### src/sv/page_replacement_unit_assert.svh
// ---------------------------------------------------------------------------
// page_replacement_unit_assert.svh
// Assertion macros for the page replacement unit, switched off by ASSERT_OFF.
// ---------------------------------------------------------------------------
`ifndef PAGE_REPLACEMENT_UNIT_ASSERT_SVH
`define PAGE_REPLACEMENT_UNIT_ASSERT_SVH

`ifndef ASSERT_OFF

// holds in every cycle outside reset
`define PRU_ASSERT(lbl, expr, msg) \
    lbl: assert property (@(posedge clk) disable iff (!rst_n) (expr)) else $error(msg);

// consequent holds in the cycle after the antecedent
`define PRU_ASSERT_NEXT(lbl, ante, cons, msg) \
    lbl: assert property (@(posedge clk) disable iff (!rst_n) (ante) |=> (cons)) \
        else $error(msg);

`else

`define PRU_ASSERT(lbl, expr, msg)
`define PRU_ASSERT_NEXT(lbl, ante, cons, msg)

`endif

`endif

### src/sv/pru_pkg.sv
// ---------------------------------------------------------------------------
// pru_pkg
// Policy codes, register indexes and fixed widths of the page replacement unit.
// ---------------------------------------------------------------------------
package pru_pkg;

    localparam int POLICY_W    = 2;
    localparam int FRAMES_W    = 4;
    localparam int CFG_IDX_W   = 2;
    localparam int CFG_DATA_W  = 4;
    localparam int EVICT_W     = 16;
    localparam int COUNT_W     = 32;

    localparam logic [POLICY_W-1:0] POL_FIFO = 2'd0;
    localparam logic [POLICY_W-1:0] POL_LRU  = 2'd1;
    localparam logic [POLICY_W-1:0] POL_SC   = 2'd2;

    localparam logic [CFG_IDX_W-1:0] REG_POLICY = 2'd0;
    localparam logic [CFG_IDX_W-1:0] REG_FRAMES = 2'd1;

    localparam logic [POLICY_W-1:0] POLICY_RESET = POL_FIFO;
    localparam logic [FRAMES_W-1:0] FRAMES_RESET = 4'd4;

endpackage

### src/sv/page_replacement_unit.sv
// ---------------------------------------------------------------------------
// page_replacement_unit
// Frame table with FIFO, LRU and second chance replacement; reports fault,
// evicted page and a saturating fault count for each page reference.
// ---------------------------------------------------------------------------
// channel   direction  handshake              payload
// in        in         in_valid / in_stall    page
// out       out        out_valid / out_stall  fault, evicted_valid,
//                                             evicted_page, fault_count
// cfg       in         cfg_valid / cfg_ready  cfg_index, cfg_data
//
// One item per cycle sustained while out_stall is low; each item passes the input
// register, then table lookup and update into the result register.
// The table search, victim select and update all fit in that one stage.
// A stalled result holds and the input register stalls behind it.
// Reset and any write to a listed register clear the table and the count.
// ---------------------------------------------------------------------------
`include "page_replacement_unit_assert.svh"

module page_replacement_unit
    import pru_pkg::*;
#(
    parameter int MAX_FRAMES = 8,
    parameter int PAGE_BITS  = 16
)
(
    input  logic                  clk,
    input  logic                  rst_n,

    input  logic                  in_valid,
    output logic                  in_stall,
    input  logic [PAGE_BITS-1:0]  page,

    output logic                  out_valid,
    input  logic                  out_stall,
    output logic                  fault,
    output logic                  evicted_valid,
    output logic [EVICT_W-1:0]    evicted_page,
    output logic [COUNT_W-1:0]    fault_count,

    input  logic                  cfg_valid,
    output logic                  cfg_ready,
    input  logic [CFG_IDX_W-1:0]  cfg_index,
    input  logic [CFG_DATA_W-1:0] cfg_data
);

    localparam int IDX_W  = (MAX_FRAMES > 1) ? $clog2(MAX_FRAMES) : 1;
    localparam int CNT_W  = $clog2(MAX_FRAMES + 1);
    localparam int RANK_W = IDX_W;

    typedef logic [PAGE_BITS-1:0] page_t;
    typedef logic [RANK_W-1:0]    rank_t;

    // configuration
    logic [POLICY_W-1:0] policy_reg;
    logic [FRAMES_W-1:0] frames_reg;
    logic                cfg_we;
    logic                cfg_clear;

    // frame table
    page_t               fp_reg   [MAX_FRAMES];
    page_t               fp_next  [MAX_FRAMES];
    logic [MAX_FRAMES-1:0] fv_reg;
    logic [MAX_FRAMES-1:0] fv_next;
    logic [MAX_FRAMES-1:0] rb_reg;
    logic [MAX_FRAMES-1:0] rb_next;
    rank_t               rk_reg   [MAX_FRAMES];
    rank_t               rk_next  [MAX_FRAMES];
    logic [COUNT_W-1:0]  total_reg;
    logic [COUNT_W-1:0]  total_next;

    // input stage
    logic                s1_valid_reg;
    page_t               s1_page_reg;
    logic                in_accept;
    logic                out_free;
    logic                s1_adv;

    // result stage
    logic                out_valid_reg;
    logic                fault_reg;
    logic                evv_reg;
    logic [EVICT_W-1:0]  evp_reg;
    logic [COUNT_W-1:0]  cnt_reg;

    // lookup
    logic [CNT_W-1:0]    n_act;
    logic [IDX_W-1:0]    nm1;
    logic                is_lru;
    logic                is_sc;
    logic                hit_found;
    logic [IDX_W-1:0]    hit_idx;
    logic                inv_found;
    logic [IDX_W-1:0]    inv_idx;
    logic                clr_found;
    logic [IDX_W-1:0]    clr_idx;
    logic [IDX_W-1:0]    lru_idx;
    logic [IDX_W-1:0]    victim;
    logic                ev_valid;
    logic [EVICT_W-1:0]  ev_page;
    rank_t               hit_rank;
    logic                sc_clear;
    logic                sc_clear_all;

    assign cfg_ready = 1'b1;
    assign cfg_we    = cfg_valid && cfg_ready;
    assign cfg_clear = cfg_we && (cfg_index == REG_POLICY || cfg_index == REG_FRAMES);

    assign out_free  = !out_valid_reg || !out_stall;
    assign s1_adv    = s1_valid_reg && out_free;
    assign in_stall  = s1_valid_reg && !out_free;
    assign in_accept = in_valid && !in_stall;

    assign out_valid     = out_valid_reg;
    assign fault         = fault_reg;
    assign evicted_valid = evv_reg;
    assign evicted_page  = evp_reg;
    assign fault_count   = cnt_reg;

    assign is_lru = (policy_reg == POL_LRU);
    assign is_sc  = (policy_reg == POL_SC);

    always_comb
    begin
        if (frames_reg == '0)
            n_act = CNT_W'(1);
        else if (32'(frames_reg) > MAX_FRAMES)
            n_act = CNT_W'(MAX_FRAMES);
        else
            n_act = CNT_W'(frames_reg);
        nm1 = IDX_W'(n_act - CNT_W'(1));
    end

    // searches over the active frames
    always_comb
    begin
        hit_found = 1'b0;
        hit_idx   = '0;
        inv_found = 1'b0;
        inv_idx   = '0;
        clr_found = 1'b0;
        clr_idx   = '0;
        lru_idx   = '0;
        for (int i = 0; i < MAX_FRAMES; i++)
        begin
            if (CNT_W'(i) < n_act)
            begin
                if (!hit_found && fv_reg[i] && fp_reg[i] == s1_page_reg)
                begin
                    hit_found = 1'b1;
                    hit_idx   = IDX_W'(i);
                end
                if (!inv_found && !fv_reg[i])
                begin
                    inv_found = 1'b1;
                    inv_idx   = IDX_W'(i);
                end
                // highest clear reference bit
                if (!rb_reg[i])
                begin
                    clr_found = 1'b1;
                    clr_idx   = IDX_W'(i);
                end
                // ranks are distinct, the oldest holds n-1
                if (rk_reg[i] == nm1)
                    lru_idx = IDX_W'(i);
            end
        end
    end

    always_comb
    begin
        if (!is_lru && !is_sc)
        begin
            victim   = nm1;
            ev_valid = fv_reg[nm1];
        end
        else if (inv_found)
        begin
            victim   = inv_idx;
            ev_valid = 1'b0;
        end
        else
        begin
            ev_valid = 1'b1;
            if (is_lru)
                victim = lru_idx;
            else if (clr_found)
                victim = clr_idx;
            else
                victim = nm1;
        end
        if (hit_found)
            ev_valid = 1'b0;
        ev_page      = ev_valid ? EVICT_W'(fp_reg[victim]) : '0;
        hit_rank     = rk_reg[hit_idx];
        sc_clear     = is_sc && !inv_found;
        sc_clear_all = sc_clear && !clr_found;
    end

    // table update
    always_comb
    begin
        for (int i = 0; i < MAX_FRAMES; i++)
        begin
            fp_next[i] = fp_reg[i];
            fv_next[i] = fv_reg[i];
            rb_next[i] = rb_reg[i];
            rk_next[i] = rk_reg[i];
            if (!hit_found)
            begin
                if (is_lru)
                begin
                    if (IDX_W'(i) == victim)
                    begin
                        fp_next[i] = s1_page_reg;
                        fv_next[i] = 1'b1;
                        rk_next[i] = '0;
                    end
                    else if (fv_reg[i])
                        rk_next[i] = rk_reg[i] + RANK_W'(1);
                end
                else if (i == 0)
                begin
                    fp_next[i] = s1_page_reg;
                    fv_next[i] = 1'b1;
                    rb_next[i] = 1'b0;
                    rk_next[i] = '0;
                end
                else if (IDX_W'(i) <= victim)
                begin
                    fp_next[i] = fp_reg[(i > 0) ? i - 1 : 0];
                    fv_next[i] = fv_reg[(i > 0) ? i - 1 : 0];
                    rb_next[i] = sc_clear_all ? 1'b0 : rb_reg[(i > 0) ? i - 1 : 0];
                    rk_next[i] = rk_reg[(i > 0) ? i - 1 : 0];
                end
                else if (sc_clear && CNT_W'(i) < n_act)
                    rb_next[i] = 1'b0;
            end
            else if (is_lru)
            begin
                if (IDX_W'(i) == hit_idx)
                    rk_next[i] = '0;
                else if (fv_reg[i] && rk_reg[i] < hit_rank)
                    rk_next[i] = rk_reg[i] + RANK_W'(1);
            end
            else if (is_sc && IDX_W'(i) == hit_idx)
                rb_next[i] = 1'b1;
        end

        total_next = total_reg;
        if (!hit_found && total_reg != '1)
            total_next = total_reg + COUNT_W'(1);
    end

    always_ff @(posedge clk or negedge rst_n)
    begin
        if (!rst_n)
        begin
            policy_reg <= POLICY_RESET;
            frames_reg <= FRAMES_RESET;
        end
        else if (cfg_we)
        begin
            case (cfg_index)
                REG_POLICY: policy_reg <= cfg_data[POLICY_W-1:0];
                REG_FRAMES: frames_reg <= cfg_data[FRAMES_W-1:0];
                default:    ;
            endcase
        end
    end

    always_ff @(posedge clk or negedge rst_n)
    begin
        if (!rst_n)
        begin
            fv_reg    <= '0;
            rb_reg    <= '0;
            total_reg <= '0;
            for (int i = 0; i < MAX_FRAMES; i++)
                rk_reg[i] <= '0;
        end
        else if (cfg_clear)
        begin
            fv_reg    <= '0;
            rb_reg    <= '0;
            total_reg <= '0;
            for (int i = 0; i < MAX_FRAMES; i++)
                rk_reg[i] <= '0;
        end
        else if (s1_adv)
        begin
            fv_reg    <= fv_next;
            rb_reg    <= rb_next;
            total_reg <= total_next;
            for (int i = 0; i < MAX_FRAMES; i++)
                rk_reg[i] <= rk_next[i];
        end
    end

    always_ff @(posedge clk)
    begin
        if (s1_adv && !cfg_clear)
        begin
            for (int i = 0; i < MAX_FRAMES; i++)
                fp_reg[i] <= fp_next[i];
        end
    end

    always_ff @(posedge clk or negedge rst_n)
    begin
        if (!rst_n)
        begin
            s1_valid_reg  <= 1'b0;
            out_valid_reg <= 1'b0;
        end
        else
        begin
            if (in_accept)
                s1_valid_reg <= 1'b1;
            else if (s1_adv)
                s1_valid_reg <= 1'b0;

            if (s1_adv)
                out_valid_reg <= 1'b1;
            else if (!out_stall)
                out_valid_reg <= 1'b0;
        end
    end

    always_ff @(posedge clk)
    begin
        if (in_accept)
            s1_page_reg <= page;
        if (s1_adv)
        begin
            fault_reg <= !hit_found;
            evv_reg   <= ev_valid;
            evp_reg   <= ev_page;
            cnt_reg   <= total_next;
        end
    end

    `PRU_ASSERT(a_evict_needs_fault, !out_valid_reg || !evv_reg || fault_reg, "eviction without fault")
    `PRU_ASSERT(a_evict_page_zero, !out_valid_reg || evv_reg || evp_reg == '0, "evicted page not zero")
    `PRU_ASSERT(a_valid_within_active, $countones(fv_reg) <= int'(n_act), "too many valid frames")
    `PRU_ASSERT_NEXT(a_miss_counts, s1_adv && !hit_found && !cfg_clear, total_reg != '0, "fault not counted")

endmodule
### config.mk
export PLATFORM = sky130hd
export DESIGN_NAME = page_replacement_unit
export DESIGN_NICKNAME = d
export VERILOG_FILES = /design/src/sv/pru_pkg.sv /design/src/sv/page_replacement_unit.sv
export VERILOG_INCLUDE_DIRS = /design/src /design/src/sv
export SDC_FILE = /design/constraint.sdc
export NUM_CORES = 1
export LEC_CHECK = 0
export ABC_AREA = 1
export ABC_CLOCK_PERIOD_IN_PS = 6100
export CORE_MARGIN = 10
export CORE_UTILIZATION = 65
export DETAILED_ROUTE_END_ITERATION = 8
export DONT_BUFFER_PORTS = 1
export PLACE_DENSITY = 0.81
export SYNTH_ARGS = -nofsm -noshare
export SYNTH_HDL_FRONTEND = slang
export SYNTH_SLANG_ARGS = --single-unit
### constraint.sdc
create_clock -name clk -period 6.1 [get_ports clk]
set_input_delay 0.305 -clock clk [delete_from_list [all_inputs] [get_ports clk]]
set_output_delay 0.305 -clock clk [all_outputs]
set_load 0.005 [all_outputs]
# After elaboration in Yosys (flattened, before gate mapping)
# Memories as Yosys holds them, arrays and structs flattened. A register that Yosys moved wholly into a read port is not among the register bits.
# Index checks and enable logic that the tools add are counted.
dict set report op_classes {
  n_mux 311
  magnitude_cmp 26
  n_bitwise 1
  reduce_logical 134
  eq_ne 69
  addsub 10
}
# op count
set ops {}
lappend ops {{$mux 16} 31}
lappend ops {{$mux 3} 117}
lappend ops {{$mux 1} 150}
lappend ops {{$eq 16x16->1} 8}
lappend ops {{$mux 32} 3}
lappend ops {{$reduce_and 4->1} 15}
lappend ops {{$logic_and 1x1->1} 54}
lappend ops {{$mux 24} 2}
lappend ops {{$ne 3x2->1 const B} 16}
lappend ops {{$ne 5x3->1 const B} 8}
lappend ops {{$reduce_and 5->1} 7}
lappend ops {{$add 32x1->32 const B} 1}
lappend ops {{$logic_not 1->1} 32}
lappend ops {{$mux 8} 4}
lappend ops {{$ne 32x32->1 const B} 1}
lappend ops {{$ne 4x2->1 const B} 8}
lappend ops {{$reduce_bool 4->1} 7}
lappend ops {{$add 3x1->3 const B} 8}
lappend ops {{$eq 3x3->1 const A} 8}
lappend ops {{$lt 3x3->1} 8}
lappend ops {{$eq 3x3->1} 7}
lappend ops {{$reduce_bool 3->1} 7}
lappend ops {{$lt 3x4->1 const A} 4}
lappend ops {{$eq 2x3->1 const A} 4}
lappend ops {{other kinds (26)} 41}
dict set report word_totals {
  in_bits 27
  output_inout_bits 53
  mem_bits_rw 128
  memories 1
  reg_bits 130
  word_cells 585
}
# name depth width rd rd_ports_with_merged_regs wr line
set memory_table {}
lappend memory_table {fp_reg 8 16 9 1 8 page_replacement_unit.sv:61} ;# page_t fp_reg [MAX_FRAMES];

# Logic depth before layout (Yosys ltp)
dict set report depth {
  depth_word 52
  depth_mapped 35
  mapped_depth_nobuf 32
}

# Worst setup path before layout
# No wires, ideal clock.
dict set report synth_timing {
  path_type {reg2reg}
  from {register out_valid_reg, in the netlist out_valid}
  to {memory fp_reg[2][0] (netlist name), enable pin}
  n_path_buf 0
  t_arrival_ns 4.276
  setup_ns 0.394
  synth_period_minus_slack_ns 4.670
  slack_ns 1.430
  required_time_ns 5.706
  stages_incl_launch_ff 6
  path_cell_list {dfrtp_1 nand2_1 inv_1 nor2_1 nand2_1 a21oi_1}
}
# item line
set synth_rtl {}
lappend synth_rtl {{start, declared} page_replacement_unit.sv:80} ;# logic out_valid_reg;
lappend synth_rtl {{start signal, assigned} page_replacement_unit.sv:315} ;# out_valid_reg <= 1'b0;
lappend synth_rtl {{start signal, assigned} page_replacement_unit.sv:325} ;# out_valid_reg <= 1'b1;
lappend synth_rtl {{start signal, assigned} page_replacement_unit.sv:327} ;# out_valid_reg <= 1'b0;
lappend synth_rtl {{end, declared} page_replacement_unit.sv:61}

# Worst setup path after layout
dict set report layout_timing {
  from {register frames_reg[3]}
  to {register evp_reg[5], in the netlist evicted_page[5] (read register of fp_reg), data pin}
}
dict set report layout_via {
  elab_chain_len 42
  elab_cells_between_ends 151
  cone_classes {add/sub (1); order compare (9); eq/ne (7); mux (97); reduce/logical (37)}
}
# item line
set layout_lines {}
lappend layout_lines {{start, declared} page_replacement_unit.sv:56} ;# logic [FRAMES_W-1:0] frames_reg;
lappend layout_lines {{start signal, assigned} page_replacement_unit.sv:267} ;# REG_FRAMES: frames_reg <= cfg_data[FRAMES_W-1:0];
lappend layout_lines {{$gt 4x4->1} page_replacement_unit.sv:127} ;# else if (32'(frames_reg) > MAX_FRAMES)
lappend layout_lines {{$mux 4} page_replacement_unit.sv:127}
lappend layout_lines {{$mux 4 (*)} page_replacement_unit.sv:125} ;# if (frames_reg == '0)
lappend layout_lines {{$lt 1x4->1} -}
lappend layout_lines {{$mux 1} page_replacement_unit.sv:146} ;# if (CNT_W'(i) < n_act)
lappend layout_lines {{$logic_not 1->1} page_replacement_unit.sv:148} ;# if (!hit_found && fv_reg[i] && fp_reg[i] == s1_page_reg)
lappend layout_lines {{$logic_and 1x1->1 (2 in a row)} page_replacement_unit.sv:148}
lappend layout_lines {{$mux 1} page_replacement_unit.sv:148}
lappend layout_lines {{[24 not listed]} -}
lappend layout_lines {{$mux 1} page_replacement_unit.sv:148}
lappend layout_lines {{$mux 1} page_replacement_unit.sv:146}
lappend layout_lines {{$logic_not 1->1} page_replacement_unit.sv:148}
lappend layout_lines {{$logic_and 1x1->1 (2 in a row)} page_replacement_unit.sv:148}
lappend layout_lines {{$mux 1} page_replacement_unit.sv:148}
lappend layout_lines {{$mux 1} page_replacement_unit.sv:146}
lappend layout_lines {{$mux 1} page_replacement_unit.sv:193} ;# if (hit_found)
lappend layout_lines {{$logic_not 1->1 (no source line)} -}
lappend layout_lines {{end, declared} page_replacement_unit.sv:83} ;# logic [EVICT_W-1:0] evp_reg;
# Every way passes the cells marked *; elsewhere a longest branch is shown, timed or not. The select of a mux whose other input is x is not followed.
# A chain may end at the register's enable or synchronous reset.

==> summary.md <==
| Metric | Value |
|---|---|
| Outcome | finished with violations |
| Violated checks | design-rule violations |
| CP cell instances | inv_2 > nand2_1 > nand2_2 > inv_1 > ha_1 > nand3_1 > nand2_1 > inv_1 > nand2_1 > nand2_1 > nor4_2 > nor2_1 > nand2_1 > nand2_1 > nand2_1 > o211ai_2 > o21ai_4 > inv_4 > nand2_1 > buf_4 > o22ai_1 > nor3_1 > nor2_1 |
| Port Buffer Count | 0 |
| Row count | 60 |
| Starting Density | 0.662 |
| Max Fanout on Critical Path | 18 |
| Largest register FFs | 128 |
| Top-Level Pins | 80 |
| Synth top cells by count | nand2_1 (663), inv_1 (287), nor2_1 (201) |
| Worst path max stage delay | 0.72 ns |
| Hold Fails Final Rpt | 0 |
| PD cells | 396 mW/mm² |
| Cells after Synth | 2332 |
| Register area share after synthesis | 0.439 |
| Fillers | 2046 |
| RSZ-0062 raised after global routing | no |
| Peak supply drop | 0.319 mV |
| Worst EP required | 6.39 ns |
| HPWL Detailed | 47400 µm |
| Global route overflow | 0 |
| Crit path buf inv count | 5 |
| DP Cell Count | 2629 |
| Wire per inst | 23.9 µm |
| First-pass GRT wire length | 98800 µm |
| P_leak | 8.83 nW |
| Netlist cell types | 64 |
| CTS root buffer | clkbuf_16 |
| Crit. End Element | flop |
| CTS H-tree depth | 1 |
| Async SR Flop Fraction | 0.292 |
| Detail Route Antenna Nets | 0 |
| Syn avg cell area | 7.65 µm² |
| Share of layout cells above drive strength 1 | 0.0861 |
| Hold WC Path Type | in2reg |
| Met3 Use GR | 0.111 |
| Post-Layout Cell Count | 2711 |
| Global route hottest layer | met2 |
| Post-layout min period | 5.59 ns |
| Final worst path period share | 0.917 |
| Ys Warns | 0 |
| Total track usage | 0.376 |
| Die height | 186 µm |
| CTS tree | built |
| Via count | 17786 |
| Layout Utilization | 0.721 |
| Vias in the first global route | 16934 |
| Worst-path clk slew | 0.06 ns |
| Most frequent CP cell | nand2_1 |
| Main synth FF type | edfxtp_1 |
| CTS Buf Count | 30 |
| M1 GR Usage | 0.492 |
| Met2 Use GR | 0.572 |
| Area of the multi-input gates | 0.00850 mm² |
| CP max-delay cell | dfrtp_1 |
| Final Power | 7.69 mW |
| Initial antenna violation count | 1 |
| Number of remaining DRC errors | 1 |
| Die W | 186 µm |
| Antenna Cells | 0 |
| CP arrival | 5.88 ns |
| Max Slew Vio Count | 0 |
| Resized cells post-CTS | 0 |
| TritonRoute pass-1 iters | 8 |
| Synth top area share | 0.327 |
| Post-DP Area | 0.0181 mm² |
| DRT Wirelength | 64800 µm |
| CTS Hold Bufs | 27 |
| Gpl congestion | 1.07 |
| Synth area leader | edfxtp_1 |
| Clock skew | 0.0324 ns |
| Clock latency at the later pin of the worst-skew pair | 0.59 ns |
| Worst-margin pin slew | 1.10 ns |
| Via-to-Cell Ratio | 6.56 |
| Reg area | 0.00783 mm² |
| Crit-path leading delay family | simple AND/OR/NAND/NOR gates |
| Startpoint types | flop |
| Main area contributors after synthesis | edfxtp_1 (33%), nand2_1 (14%), dfrtp_1 (11%) |
| Max Clock Freq | 0.179 GHz |
| # nets final | 2395 |
| Crit Path Category | reg2reg |
| Clock Sink Count | 274 |
| Area delta synth->final | 8.96% |
| Final setup violation count | 0 |
| # Post-CTS Setup Buffers | 0 |
| Iter 0 DRT Violations | 3202 |
| Final instance area | 0.0194 mm² |
| Count leader, synth | nand2_1 |
| Netlist Area Pre-Place | 0.0178 mm² |
| Post-synthesis register bit count | 274 |
| Core box area | 0.0270 mm² |
| Relative slew slack | 0.256 |
| Setup TNS | 0 ns |
| Die Footprint | 0.0345 mm² |
| Pin count of the biggest net entering global routing | 81 |
| Clk buf depth | 3 |
| Number of synthesized flops with an enable pin | 194 |
| Max Cap Viol | 0 |
| Mapped Nets | 2380 |
-- worst reg2reg max path: cells and delay by family, from the launching register on --
| kind | cells | cell delay [ns] |
|---|---|---|
| compound gates | 3 | 0.43 |
| buf+inv | 5 | 1.06 |
| simple gates | 14 | 2.84 |
| flops | 1 | 0.72 |
| fa+ha+maj | 1 | 0.27 |
-- layout make-up --
class | instances | area share
timing repair buffer | 52 | 0.0245
clock buffer | 43 | 0.0442
inverter | 316 | 0.0613
sequential | 274 | 0.403
tap | 341 | 0.0220
clock inverter | 12 | 0.00734
multi-input combinational | 1673 | 0.438
-- report_power, final --
group	switching (mW)	total, mW	internal [mW]
Combinational	2.14	3.00	0.860
Clock	0.779	1.88	1.10
Sequential	0.408	2.81	2.41
Total	3.32	7.69	4.37
-- routing by layer --
layer,vias up,routed length [µm],share of wire
li1,7778,-,-
met1,8094,23400,0.36
met2,1648,27800,0.43
met3,264,10500,0.16
met4,2,3150,0.049
met5,-,7,0.00011
-- cells by family after synthesis --
logic type                 synth area share
AOI/OAI and AO/OA                     0.122
adders and majority gates            0.0147
buffers and inverters                0.0864
other                              0.000210
xor gates and xnor gates             0.0359
muxes                              0.000632
DFF                                   0.439
and+or+nand+nor                       0.301
-- through the flow --
step | setup WS [ns] | hold slack (ns)
finish | 0.508 | 0.0464
global route | 0.188 | 0.102
CTS | 0.712 | 0.0317
detailed placement | 0.771 | 0.0125
global placement | 0.803 | 0.0121
floorplan | 1.43 | 0.00941
-- cell usage in the layout, fill, tap and decap left out, drive strengths merged, types with 23 or more instances in the layout --
cell           n
o21ai        221
o22ai         23
dfrtp         79
dlygate4sd3   26
nand4         60
edfxtp       194
nor2         223
nor3          45
nand3        117
nand2        705
buf           26
clkbuf        43
inv          314
xor2          51
a21oi         65
-- path summary, 6_finish.rpt --
kind | start | endpoint | slack, ns | cells past startpoint
max reg2reg | frames_reg[3] | evicted_page[5] | 0.51 | 23
min in group asynchronous | rst_n | total_reg[1] | 0.30 | 2
max | frames_reg[3] | evicted_page[5] | 0.51 | 23
min | cfg_index[0] | frames_reg[3] | 0.05 | 2
min reg2reg | s1_valid_reg | out_valid | 0.52 | 2
max in group asynchronous | rst_n | frames_reg[2] | 5.39 | 2
(Power assumes the default switching activity.)
